`src/hdl/i2cmts_pkg.sv`:
```
// ----------------------------------------------------------------------------
// i2cmts_pkg
// Shared types and constants of the i2c master transfer sequencer.
// ----------------------------------------------------------------------------
package i2cmts_pkg;

  localparam int MAX_LEN = 256;
  localparam int BUF_AW  = (MAX_LEN > 1) ? $clog2(MAX_LEN) : 1;
  localparam int LEN_W   = $clog2(MAX_LEN + 1);
  localparam int CNT_W   = $clog2(MAX_LEN + 1) + 1;

  typedef enum logic [1:0] {
    CMD_LOAD  = 2'd0,
    CMD_START = 2'd1,
    CMD_EVENT = 2'd2
  } cmd_t;

  typedef enum logic [2:0] {
    ACT_NONE  = 3'd0,
    ACT_START = 3'd1,
    ACT_SEND  = 3'd2,
    ACT_ACK   = 3'd3,
    ACT_NACK  = 3'd4,
    ACT_STOP  = 3'd5
  } action_t;

  // one result on its way to the output register
  typedef struct packed {
    action_t    action;
    logic [7:0] bus_byte;
    logic       use_ram;
    logic       rx_valid;
    logic [7:0] rx_index;
    logic [7:0] rx_data;
    logic       done_res;
    logic       error;
    logic       busy_res;
  } stage_t;

  // transmit buffer port requests
  typedef struct packed {
    logic              we;
    logic [BUF_AW-1:0] waddr;
    logic [7:0]        wdata;
    logic              re;
    logic [BUF_AW-1:0] raddr;
  } ram_req_t;

endpackage

```
`src/hdl/i2cmts_ram.sv`:
```
// ----------------------------------------------------------------------------
// i2cmts_ram
// Generic single write port, single read port RAM with registered read.
// ----------------------------------------------------------------------------
module i2cmts_ram #(
  parameter int WIDTH = 8,
  parameter int DEPTH = 256,
  localparam int AW = (DEPTH > 1) ? $clog2(DEPTH) : 1
) (
  input  logic             clk,
  input  logic             we,
  input  logic [AW-1:0]    waddr,
  input  logic [WIDTH-1:0] wdata,
  input  logic             re,
  input  logic [AW-1:0]    raddr,
  output logic [WIDTH-1:0] rdata
);

  logic [WIDTH-1:0] mem [DEPTH];

  always_ff @(posedge clk) begin
    if (we) begin
      mem[waddr] <= wdata;
    end
    if (re) begin
      rdata <= mem[raddr];
    end
  end

endmodule

```
`src/hdl/i2cmts_ctrl.sv`:
```
// ----------------------------------------------------------------------------
// i2cmts_ctrl
// Message state, event counter and per-transaction decision stage.
// ----------------------------------------------------------------------------
module i2cmts_ctrl
  import i2cmts_pkg::*;
(
  input  logic       clk,
  input  logic       rst,
  input  logic       accept,
  input  logic       advance,
  input  logic [1:0] command,
  input  logic [7:0] index,
  input  logic [7:0] data,
  input  logic       direction,
  input  logic [6:0] address,
  input  logic [8:0] length,
  input  logic       ack_missing,
  input  logic [7:0] rx_byte,
  output logic       stage_valid,
  output stage_t     stage,
  output ram_req_t   ram_req
);

  logic             active, active_next;
  logic             read_mode, read_mode_next;
  logic [LEN_W-1:0] message_length, message_length_next;
  logic [CNT_W-1:0] event_count, event_count_next;
  logic             stage_valid_next;
  stage_t           stage_next;
  logic [CNT_W-1:0] cnt_n;
  logic [CNT_W-1:0] len_ext;
  logic [LEN_W-1:0] len_clamped;
  action_t          resume;

  always_comb begin
    cnt_n   = event_count + CNT_W'(1);
    len_ext = CNT_W'(message_length);
    resume  = (cnt_n == len_ext - CNT_W'(1)) ? ACT_NACK : ACT_ACK;
    if (length == 9'd0) begin
      len_clamped = LEN_W'(1);
    end else if (32'(length) > MAX_LEN) begin
      len_clamped = LEN_W'(MAX_LEN);
    end else begin
      len_clamped = LEN_W'(length);
    end
  end

  always_comb begin
    active_next         = active;
    read_mode_next      = read_mode;
    message_length_next = message_length;
    event_count_next    = event_count;
    stage_next          = '0;
    stage_next.action   = ACT_NONE;
    ram_req             = '0;
    ram_req.waddr       = BUF_AW'(index);
    ram_req.wdata       = data;
    ram_req.raddr       = BUF_AW'(cnt_n);

    if (accept) begin
      case (cmd_t'(command))
        CMD_LOAD: begin
          ram_req.we = (32'(index) < MAX_LEN);
        end
        CMD_START: begin
          if (!active) begin
            active_next         = 1'b1;
            read_mode_next      = direction;
            message_length_next = len_clamped;
            event_count_next    = '1;
            stage_next.action   = ACT_START;
            stage_next.bus_byte = {address, direction};
          end
        end
        CMD_EVENT: begin
          if (active) begin
            event_count_next = cnt_n;
            if (cnt_n == '0 && ack_missing) begin
              // address not acknowledged
              active_next         = 1'b0;
              stage_next.action   = ACT_STOP;
              stage_next.done_res = 1'b1;
              stage_next.error    = 1'b1;
            end else if (!read_mode) begin
              if (cnt_n < len_ext) begin
                stage_next.action  = ACT_SEND;
                stage_next.use_ram = (32'(cnt_n) < MAX_LEN);
                ram_req.re         = 1'b1;
              end else begin
                active_next         = 1'b0;
                stage_next.action   = ACT_STOP;
                stage_next.done_res = 1'b1;
              end
            end else begin
              stage_next.rx_index = 8'(cnt_n - CNT_W'(1));
              stage_next.rx_data  = rx_byte;
              if (cnt_n == '0) begin
                stage_next.action   = resume;
                stage_next.rx_index = '0;
                stage_next.rx_data  = '0;
              end else if (cnt_n < len_ext) begin
                stage_next.action   = resume;
                stage_next.rx_valid = 1'b1;
              end else begin
                // final byte goes out with the stop
                active_next         = 1'b0;
                stage_next.action   = ACT_STOP;
                stage_next.rx_valid = 1'b1;
                stage_next.done_res = 1'b1;
              end
            end
          end
        end
        default: begin
        end
      endcase
    end
    stage_next.busy_res = active_next;
  end

  always_comb begin
    if (accept) begin
      stage_valid_next = 1'b1;
    end else if (advance) begin
      stage_valid_next = 1'b0;
    end else begin
      stage_valid_next = stage_valid;
    end
  end

  always_ff @(posedge clk) begin
    if (rst) begin
      active         <= 1'b0;
      read_mode      <= 1'b0;
      message_length <= '0;
      event_count    <= '1;
      stage_valid    <= 1'b0;
    end else begin
      active         <= active_next;
      read_mode      <= read_mode_next;
      message_length <= message_length_next;
      event_count    <= event_count_next;
      stage_valid    <= stage_valid_next;
    end
  end

  always_ff @(posedge clk) begin
    if (accept) begin
      stage <= stage_next;
    end
  end

`ifndef SYNTHESIS
  a_idle_count: assert property (@(posedge clk) disable iff (rst)
    accept && command == CMD_START && !active |=> event_count == '1 && active)
    else $error("start did not arm the event counter");

  a_count_bound: assert property (@(posedge clk) disable iff (rst)
    active && event_count != '1 |-> event_count < len_ext)
    else $error("event counter ran past the message length");

  a_stop_clears: assert property (@(posedge clk) disable iff (rst)
    accept && stage_next.done_res |=> !active)
    else $error("message still active after stop");
`endif

endmodule

```
`src/hdl/i2c_master_transfer_sequencer.sv`:
```
// A transaction is registered in the decision stage, then in the output register.
// Throughput: one transaction per cycle unless the output stalls; the decision
// stage refills while a result waits under stall, so input stalls only when both
// stages are full. The transmit byte comes from a registered-read buffer read
// in the decision cycle. Reset clears the message state, sets the event counter
// to all ones and empties both stages; the transmit buffer is not cleared.
// ----------------------------------------------------------------------------
// i2c_master_transfer_sequencer
// Sequences one i2c master message, one bus byte-complete event at a time.
// ----------------------------------------------------------------------------
module i2c_master_transfer_sequencer
  import i2cmts_pkg::*;
(
  input  logic       clk,
  input  logic       rst,
  input  logic       cmd_valid,
  output logic       cmd_stall,
  input  logic [1:0] command,
  input  logic [7:0] index,
  input  logic [7:0] data,
  input  logic       direction,
  input  logic [6:0] address,
  input  logic [8:0] length,
  input  logic       ack_missing,
  input  logic [7:0] rx_byte,
  output logic       res_valid,
  input  logic       res_stall,
  output logic [2:0] action,
  output logic [7:0] bus_byte,
  output logic       rx_valid,
  output logic [7:0] rx_index,
  output logic [7:0] rx_data,
  output logic       done_res,
  output logic       error,
  output logic       busy_res
);

  logic       accept;
  logic       advance;
  logic       stage_valid;
  stage_t     stage;
  ram_req_t   ram_req;
  logic [7:0] ram_q;

  assign advance   = stage_valid && (!res_valid || !res_stall);
  assign cmd_stall = stage_valid && !advance;
  assign accept    = cmd_valid && !cmd_stall;

  i2cmts_ctrl u_ctrl (
    .clk         (clk),
    .rst         (rst),
    .accept      (accept),
    .advance     (advance),
    .command     (command),
    .index       (index),
    .data        (data),
    .direction   (direction),
    .address     (address),
    .length      (length),
    .ack_missing (ack_missing),
    .rx_byte     (rx_byte),
    .stage_valid (stage_valid),
    .stage       (stage),
    .ram_req     (ram_req)
  );

  i2cmts_ram #(
    .WIDTH (8),
    .DEPTH (MAX_LEN)
  ) u_buf (
    .clk   (clk),
    .we    (ram_req.we),
    .waddr (ram_req.waddr),
    .wdata (ram_req.wdata),
    .re    (ram_req.re),
    .raddr (ram_req.raddr),
    .rdata (ram_q)
  );

  always_ff @(posedge clk) begin
    if (rst) begin
      res_valid <= 1'b0;
    end else if (advance) begin
      res_valid <= 1'b1;
    end else if (!res_stall) begin
      res_valid <= 1'b0;
    end
  end

  always_ff @(posedge clk) begin
    if (advance) begin
      action   <= stage.action;
      bus_byte <= stage.use_ram ? ram_q : stage.bus_byte;
      rx_valid <= stage.rx_valid;
      rx_index <= stage.rx_index;
      rx_data  <= stage.rx_data;
      done_res <= stage.done_res;
      error    <= stage.error;
      busy_res <= stage.busy_res;
    end
  end

`ifndef SYNTHESIS
  a_reset_empty: assert property (@(posedge clk)
    rst |=> !res_valid && !stage_valid)
    else $error("stages not empty after reset");

  a_stage_hold: assert property (@(posedge clk) disable iff (rst)
    stage_valid && res_valid && res_stall |=> stage_valid && $stable(stage))
    else $error("decision stage lost a pending result");

  a_error_stop: assert property (@(posedge clk) disable iff (rst)
    res_valid && error |-> done_res && action == ACT_STOP && !busy_res)
    else $error("error without a stop");

  a_rx_action: assert property (@(posedge clk) disable iff (rst)
    res_valid && rx_valid |->
      action == ACT_ACK || action == ACT_NACK || action == ACT_STOP)
    else $error("received byte on a wrong action");
`endif

endmodule
```
`config.mk`:
```
export PLATFORM = sky130hd
export DESIGN_NAME = i2c_master_transfer_sequencer
export DESIGN_NICKNAME = d
export VERILOG_FILES = /design/src/hdl/i2cmts_pkg.sv /design/src/hdl/i2cmts_ram.sv /design/src/hdl/i2cmts_ctrl.sv /design/src/hdl/i2c_master_transfer_sequencer.sv
export SDC_FILE = /design/constraint.sdc
export NUM_CORES = 2
export LEC_CHECK = 0
export ABC_AREA = 1
export BUFFER_PORTS_ARGS = -buffer_cell sky130_fd_sc_hd__clkbuf_2
export CORE_UTILIZATION = 35
export DETAILED_ROUTE_END_ITERATION = 16
export GPL_TIMING_DRIVEN = 0
export SYNTH_ARGS = -nofsm -noshare
export SYNTH_HDL_FRONTEND = slang
export SYNTH_SLANG_ARGS = --single-unit
export TNS_END_PERCENT = 50
```
`constraint.sdc`:
```
create_clock -name clk -period 3.1 [get_ports clk]
set_input_delay 0.465 -clock clk [delete_from_list [all_inputs] [get_ports clk]]
set_output_delay 0.465 -clock clk [all_outputs]
set_load 0.03 [all_outputs]
```
[Word-level counts from Yosys, hierarchy flattened]
Memory sizes are Yosys's and may differ from the RTL's. A register that Yosys moved wholly into a read port is not among the register bits.
Cells that the tools add are included.
Word-level totals
  register bits: 86
  RAM bits: 2048
  bits of input ports: 48
  output and inout bits: 33
  logic and storage cells: 103
  memories: 1
Memory list
  u_buf.mem: depth 256, bits a word 8, rd ports 1, clocked after Yosys merged registers in 1, wr ports 1, RTL line i2cmts_ram.sv:19  | logic [WIDTH-1:0] mem [DEPTH];
Operators by class
  add/sub/neg operators: 3
  $lt $le $gt $ge: 3
  equality and inequality tests: 6
  muxes and demuxes: 41
  bitwise logic cells: 5
  reductions and logical operators: 21
Operators by type and width (number)
  9-bit two-way mux: 3
  1-bit two-way mux: 25
  3-bit two-way mux: 7
  10-bit two-way mux: 2
  10-bit case mux with 2 select lines: 1
  10-bit by 1-bit adder with 10-bit output, second input constant: 1
  10-bit == test: 1
  10-bit zero test: 1
  10-bit by 9-bit < comparator with 1-bit output: 1
  10-bit by 9-bit < comparator with 1-bit output, second input constant: 1
  5-bit OR reduction: 2
  9-bit by 1-bit subtractor with 10-bit output, second input constant: 1
  9-bit greater-than comparator, second input constant: 1
  9-bit zero test: 1
  8-bit two-way mux: 1
  8-bit by 1-bit subtractor with 8-bit output, second input constant: 1
  3-bit case mux with 2 select lines: 1
  1-bit inverter: 5
  1-bit logical AND: 4
  1-bit zero test: 4
  2-bit by 1-bit inequality test with 1-bit output, second input constant: 2
  4-bit AND reduction: 1
  2-bit nonzero test: 2
  4-bit OR reduction: 1
  9 further kinds: 9

[Logic depth before layout (Yosys ltp)]
  depth after elaboration: 10
  mapped depth: 23
  gate-level depth less buffers: 21

[Cells and area by module]
A second synthesis with hierarchy kept.
Second synthesis, totals
  cell total of the unflattened synthesis: 7481
  area total of the unflattened synthesis: 87771.7 um2
Modules (own cells, without submodules)
  i2cmts_ram: instances 1, cells each 7003, area an instance 83476.3 um2, sequential area each 61739.2 um2
  i2cmts_ctrl: instances 1, cells each 413, area an instance 3199.3 um2, sequential area each 1401.3 um2
  i2c_master_transfer_sequencer: instances 1, cells each 65, area an instance 1096.1 um2, sequential area each 950.9 um2

[Worst setup path before layout]
Ideal clock, no wire load.
  path type: reg-to-reg
  start: reg u_ctrl.event_count[0]
  end: reg u_buf.rdata[0], read port of u_buf.mem, enable pin
  setup time: 0.370 ns
  data arrival time: 2.859 ns
  data required time: 2.730 ns
  slack: -0.129 ns
  cell stages (with the launch flop): 21
  path buffers: 2
  clock period less this slack: 3.229 ns
  path through: dfxtp_1 -> ha_1 -> nand2_1 -> nor2_2 -> inv_1 -> nand2_1 -> inv_1 -> buf_4 -> buf_2 -> ha_1 -> nand2_1 -> inv_1 -> nand2_1 -> nand2_1 -> nand2_1 -> nand2_1 -> nand2_1 -> nand3_1 -> a21oi_1 -> nand3_1 -> nor2_1
Between the ends
  cells in the longest elaborated chain, start to end: 8
  elaborated cells on any way between the ends: 10
  those cells by class: 1 x add/sub; 1 x order compare; 6 x mux; 2 x reduce/logical
Ends and longest elaborated chain
  start, declared: RTL line i2cmts_ctrl.sv:28  | logic [CNT_W-1:0] event_count, event_count_next;
  start signal, assigned: RTL line i2cmts_ctrl.sv:143  | event_count <= event_count_next;
  10-bit by 1-bit adder with 10-bit output *: RTL line i2cmts_ctrl.sv:37  | cnt_n = event_count + CNT_W'(1);
  10-bit by 9-bit < comparator with 1-bit output: RTL line i2cmts_ctrl.sv:86  | if (cnt_n < len_ext) begin
  1-bit two-way mux: RTL line i2cmts_ctrl.sv:86
  1-bit two-way mux: RTL line i2cmts_ctrl.sv:85  | end else if (!read_mode) begin
  1-bit two-way mux *: RTL line i2cmts_ctrl.sv:79  | if (cnt_n == '0 && ack_missing) begin
  1-bit two-way mux *: RTL line i2cmts_ctrl.sv:77  | if (active) begin
  1-bit two-way mux *: RTL line i2cmts_ctrl.sv:62  | case (cmd_t'(command))
  1-bit two-way mux *: RTL line i2cmts_ctrl.sv:61  | if (accept) begin
  net u_buf.re: RTL line i2cmts_ram.sv:14  | input logic re,
  end, declared: RTL line i2cmts_ram.sv:16  | output logic [WIDTH-1:0] rdata
The timed path passes the listed nets; every way through them passes the cells marked *.
A chain may end at the register's enable or synchronous reset.

[Worst setup path in the final report]
  start: in index[1]
  end: mem u_buf.mem[82][0], enable pin
RTL lines
  start, declared: RTL line i2c_master_transfer_sequencer.sv:19  | input logic [7:0] index,
  end, declared: RTL line i2cmts_ram.sv:19
Straight into the memory's write port.

==> results_dict.tcl <==
set metrics [dict create \
    hold_slack_ns 0.0460 \
    setup_viol 53 \
    cts_buffers 217 \
    ys_top_cells_by_area "edfxtp_1 (73%), nor2_1 (7.8%), o21ai_0 (4.5%)" \
    drv_slew 87 \
    fin_ws_ns -0.0809 \
    antenna_found_initial 19 \
    dpl.hpwl_um 228000 \
    cts_root_buf "clkbuf_16" \
    dp_cells 10500 \
    synthCells 7049 \
    synth_area_per_cell_um2 12.4 \
    min_period_ns 3.18 \
    end_kind "register" \
    crit_type "input pin to register" \
    cp.required_ns 3.60 \
    route.met2.wl_um 144000 \
    cp.arrival_ns 3.68 \
    insertion_delay_ns 0.89 \
    wl_met1_um 126000 \
    vias 62000 \
    start_kind "input pin" \
    r2r-end "u_buf.rdata[5]$_DFFE_PP_" \
    final_nets 7575 \
    synth_ff_type "edfxtp_1" \
    async_reset_ff_share_pct 0 \
    grt_pass1_vias 57600 \
    rsz0062_at_grt "yes" \
    hold_viol_final 0 \
    synthToLayoutAreaGrowth_pct 19.3 \
    reg2regPathDepth 13 \
    cts_buffer_depth 3 \
    fillers 22600 \
    start_util_pct 35.3 \
    path_max_fanout 10 \
    synthTopCellsByCount "edfxtp_1 (2119), nor2_1 (1817), o21ai_0 (776)" \
    crit_end "u_buf.mem[82][0]$_DFFE_PP_" \
    routed.top_layer "met5" \
    outcome "complete, but fails checks" \
    r2r_slack_ns -0.06 \
    final_antenna_net_count 0 \
    synth_cell_type_count 40 \
    rows 182 \
    htree_levels 4 \
    finClkSkew_ns 0.0491 \
    violations "max-capacitance violations, max-slew violations, negative setup slack" \
    power_density_nw_per_um2 693 \
    netlist_area_um2 87100 \
    gr-usage-all-layers_pct 25.4 \
    io_buffers 80 \
    die_x_um 501 \
    ys_warn_count 0 \
    post-route-drc-count 0 \
    synth.most_common_cell "edfxtp_1" \
    final.period_utilization_pct 103 \
    grt_max_degree 117 \
    layout.cells.non_filler 11000 \
    drive_gt1_share_pct 16.5 \
    viasPerCell 5.63 \
    max_slew_margin_pct -10.5 \
    drt_first_iter_violations 9662 \
    ys_seq_area_share_pct 73.6 \
    path_clk_slew_ns 0.07 \
    synth-seq-cells 2142 \
    gp_congestion 1.00 \
    timing.rr.start "u_ctrl.event_count[0]$_SDFFE_PP1P_" \
    cts_tree "yes" \
    leakage_nw 34.0 \
    grt-ovfl-total 0 \
    firstDrtPassIters 6 \
    dr_wl_met3_um 37800 \
    drt_wl_total_um 326000 \
    max_cap_viol_count 8 \
    max-vdd-ir-drop_v 0.000516 \
    yosysTopAreaCellShare_pct 73.1 \
    wire_per_inst_um 29.6 \
    synth_edf_count 2119 \
    ioPinCount 81 \
    core_um2 247000 \
    grt_pass1_wl_um 445000 \
    cts_sinks 2142 \
    synth_area_leader_cell "edfxtp_1" \
    tightest_slew_ns 1.66 \
    syn-num-nets 7111 \
    hp-class "input pin to register" \
    die-area_um2 251000 \
    fmax_mhz 314 \
    startpoint "index[1]" \
    die_height_um 501 \
]
## where the power goes
| group | total (mW) | switching, mW | internal [mW] |
|---|---|---|---|
| clock network | 26.2 | 11.4 | 14.7 |
| registers | 31.9 | 0.0341 | 31.9 |
| logic | 13.9 | 10.2 | 3.67 |
| total | 72.0 | 21.7 | 50.3 |
## cells in the final DEF, fill, tap and decap left out, types with 20 or more instances in the layout
master	n
buf_4	138
buf_16	22
o21ai_1	245
o21ai_0	774
a21oi_1	98
dlygate4sd3_1	28
nor2_4	108
clkbuf_4	34
nor2_1	1636
nor2_2	75
edfxtp_1	2119
buf_6	54
clkbuf_1	127
inv_1	172
buf_2	109
nand3_1	533
buf_12	56
nand3_2	122
clkinv_1	60
nand2_1	164
clkbuf_16	222
o211ai_1	364
clkinv_2	26
o22ai_1	20
clkbuf_8	33
clkbuf_2	158
## worst min path at each step
| stage | from | end | cells after the start |
|---|---|---|---|
| 6_report | length[1] | u_ctrl.message_length[1]$_SDFFE_PP0P_ | 3 |
| 5_1_grt | length[1] | u_ctrl.message_length[1]$_SDFFE_PP0P_ | 3 |
| 4_1_cts | length[1] | u_ctrl.message_length[1]$_SDFFE_PP0P_ | 3 |
| 3_5_place_dp | u_ctrl.stage[4]$_SDFFCE_PP0P_ | rx_data[1]$_DFFE_PP_ | 0 |
| 3_3_place_gp | u_ctrl.stage[8]$_SDFFCE_PP0P_ | rx_data[5]$_DFFE_PP_ | 0 |
| 2_1_floorplan | u_ctrl.stage[29]$_DFFE_PP_ | action[0]$_DFFE_PP_ | 0 |
## metal layers
layer | up-vias | track usage, %
met5 | - | 0
met1 | 31000 | 33.7
li1 | 26600 | -
met2 | 3817 | 38.6
met3 | 660 | 6.50
met4 | 2 | 12.9
## timing repair
| item | in CTS | in global routing |
|---|---|---|
| setup buffers | 93 | 26 |
| hold buffers | 28 | 0 |
| hold endpoints to repair | 28 | 0 |
| resized for setup | 789 | 202 |
| cloned | 4 | 0 |
| pin swaps | 124 | 77 |
| endpoints found under the setup margin | 2093 | 1538 |
## critical path, stage by stage
cell and delay, ns:
clkbuf_2 0.18, inv_1 0.07, nor2_1 0.27, nand2_1 0.81
clkbuf_1 0.85, nor2_1 1.00
## layout make-up
type                       count  area [um2]  share of cell area [%]
timing repair buffer         247        2600                    2.50
clock inverter               125        1200                    1.15
tap                         3312        4140                    3.99
buffer                       488        3620                    3.48
antenna                        3        7.51                 0.00722
clock buffer                 275        5770                    5.55
timing repair inverter         1        5.00                 0.00482
inverter                     183         721                   0.693
sequential                  2142       64100                    61.7
multi-input combinational   4233       21800                    20.9
## flip-flops by register name (all words and copies together), names as in the netlist, 3 cells and up
signal and count:
action 3, rx_data 8, bus_byte 8, u_buf.mem 2048, u_ctrl.stage 32, rx_index 8, u_ctrl.message_length 9, u_ctrl.event_count 10
u_buf.rdata 8
## logic make-up (layout without fill, tap and decap cells)
| family | count (synthesis) | count (layout) | synth area share, % |
|---|---|---|---|
| and+or+nand+nor | 2688 | 2688 | 12.6 |
| AOI/OAI and AO/OA | 1515 | 1515 | 9.81 |
| buffers and inverters | 674 | 1319 | 3.57 |
| muxes | 8 | 8 | 0.103 |
| xor gates and xnor gates | 8 | 8 | 0.0891 |
| DFF | 2142 | 2142 | 73.6 |
| adders and majority gates | 14 | 14 | 0.201 |
| other | 0 | 3 | 0 |
## stage by stage
step / instance area (um2) / TNS [ns] / worst slack [ns] / utilization, % / total power, mW
after global placement: 91600 / -8318.19 / -3.12 / 37.2 / 44.5
after detailed placement: 92200 / -2588.33 / -2.24 / 37.4 / 44.4
after floorplan: 87100 / -51.88 / -0.129 / - / 38.3
final: 104000 / -2.34 / -0.0809 / 42.1 / 72.0
after global routing: 104000 / -15.40 / -0.155 / 42.1 / 73.4
after CTS: 103000 / -20.67 / -0.121 / 41.8 / 71.1
Note: power is estimated with default switching activity, not from simulation.
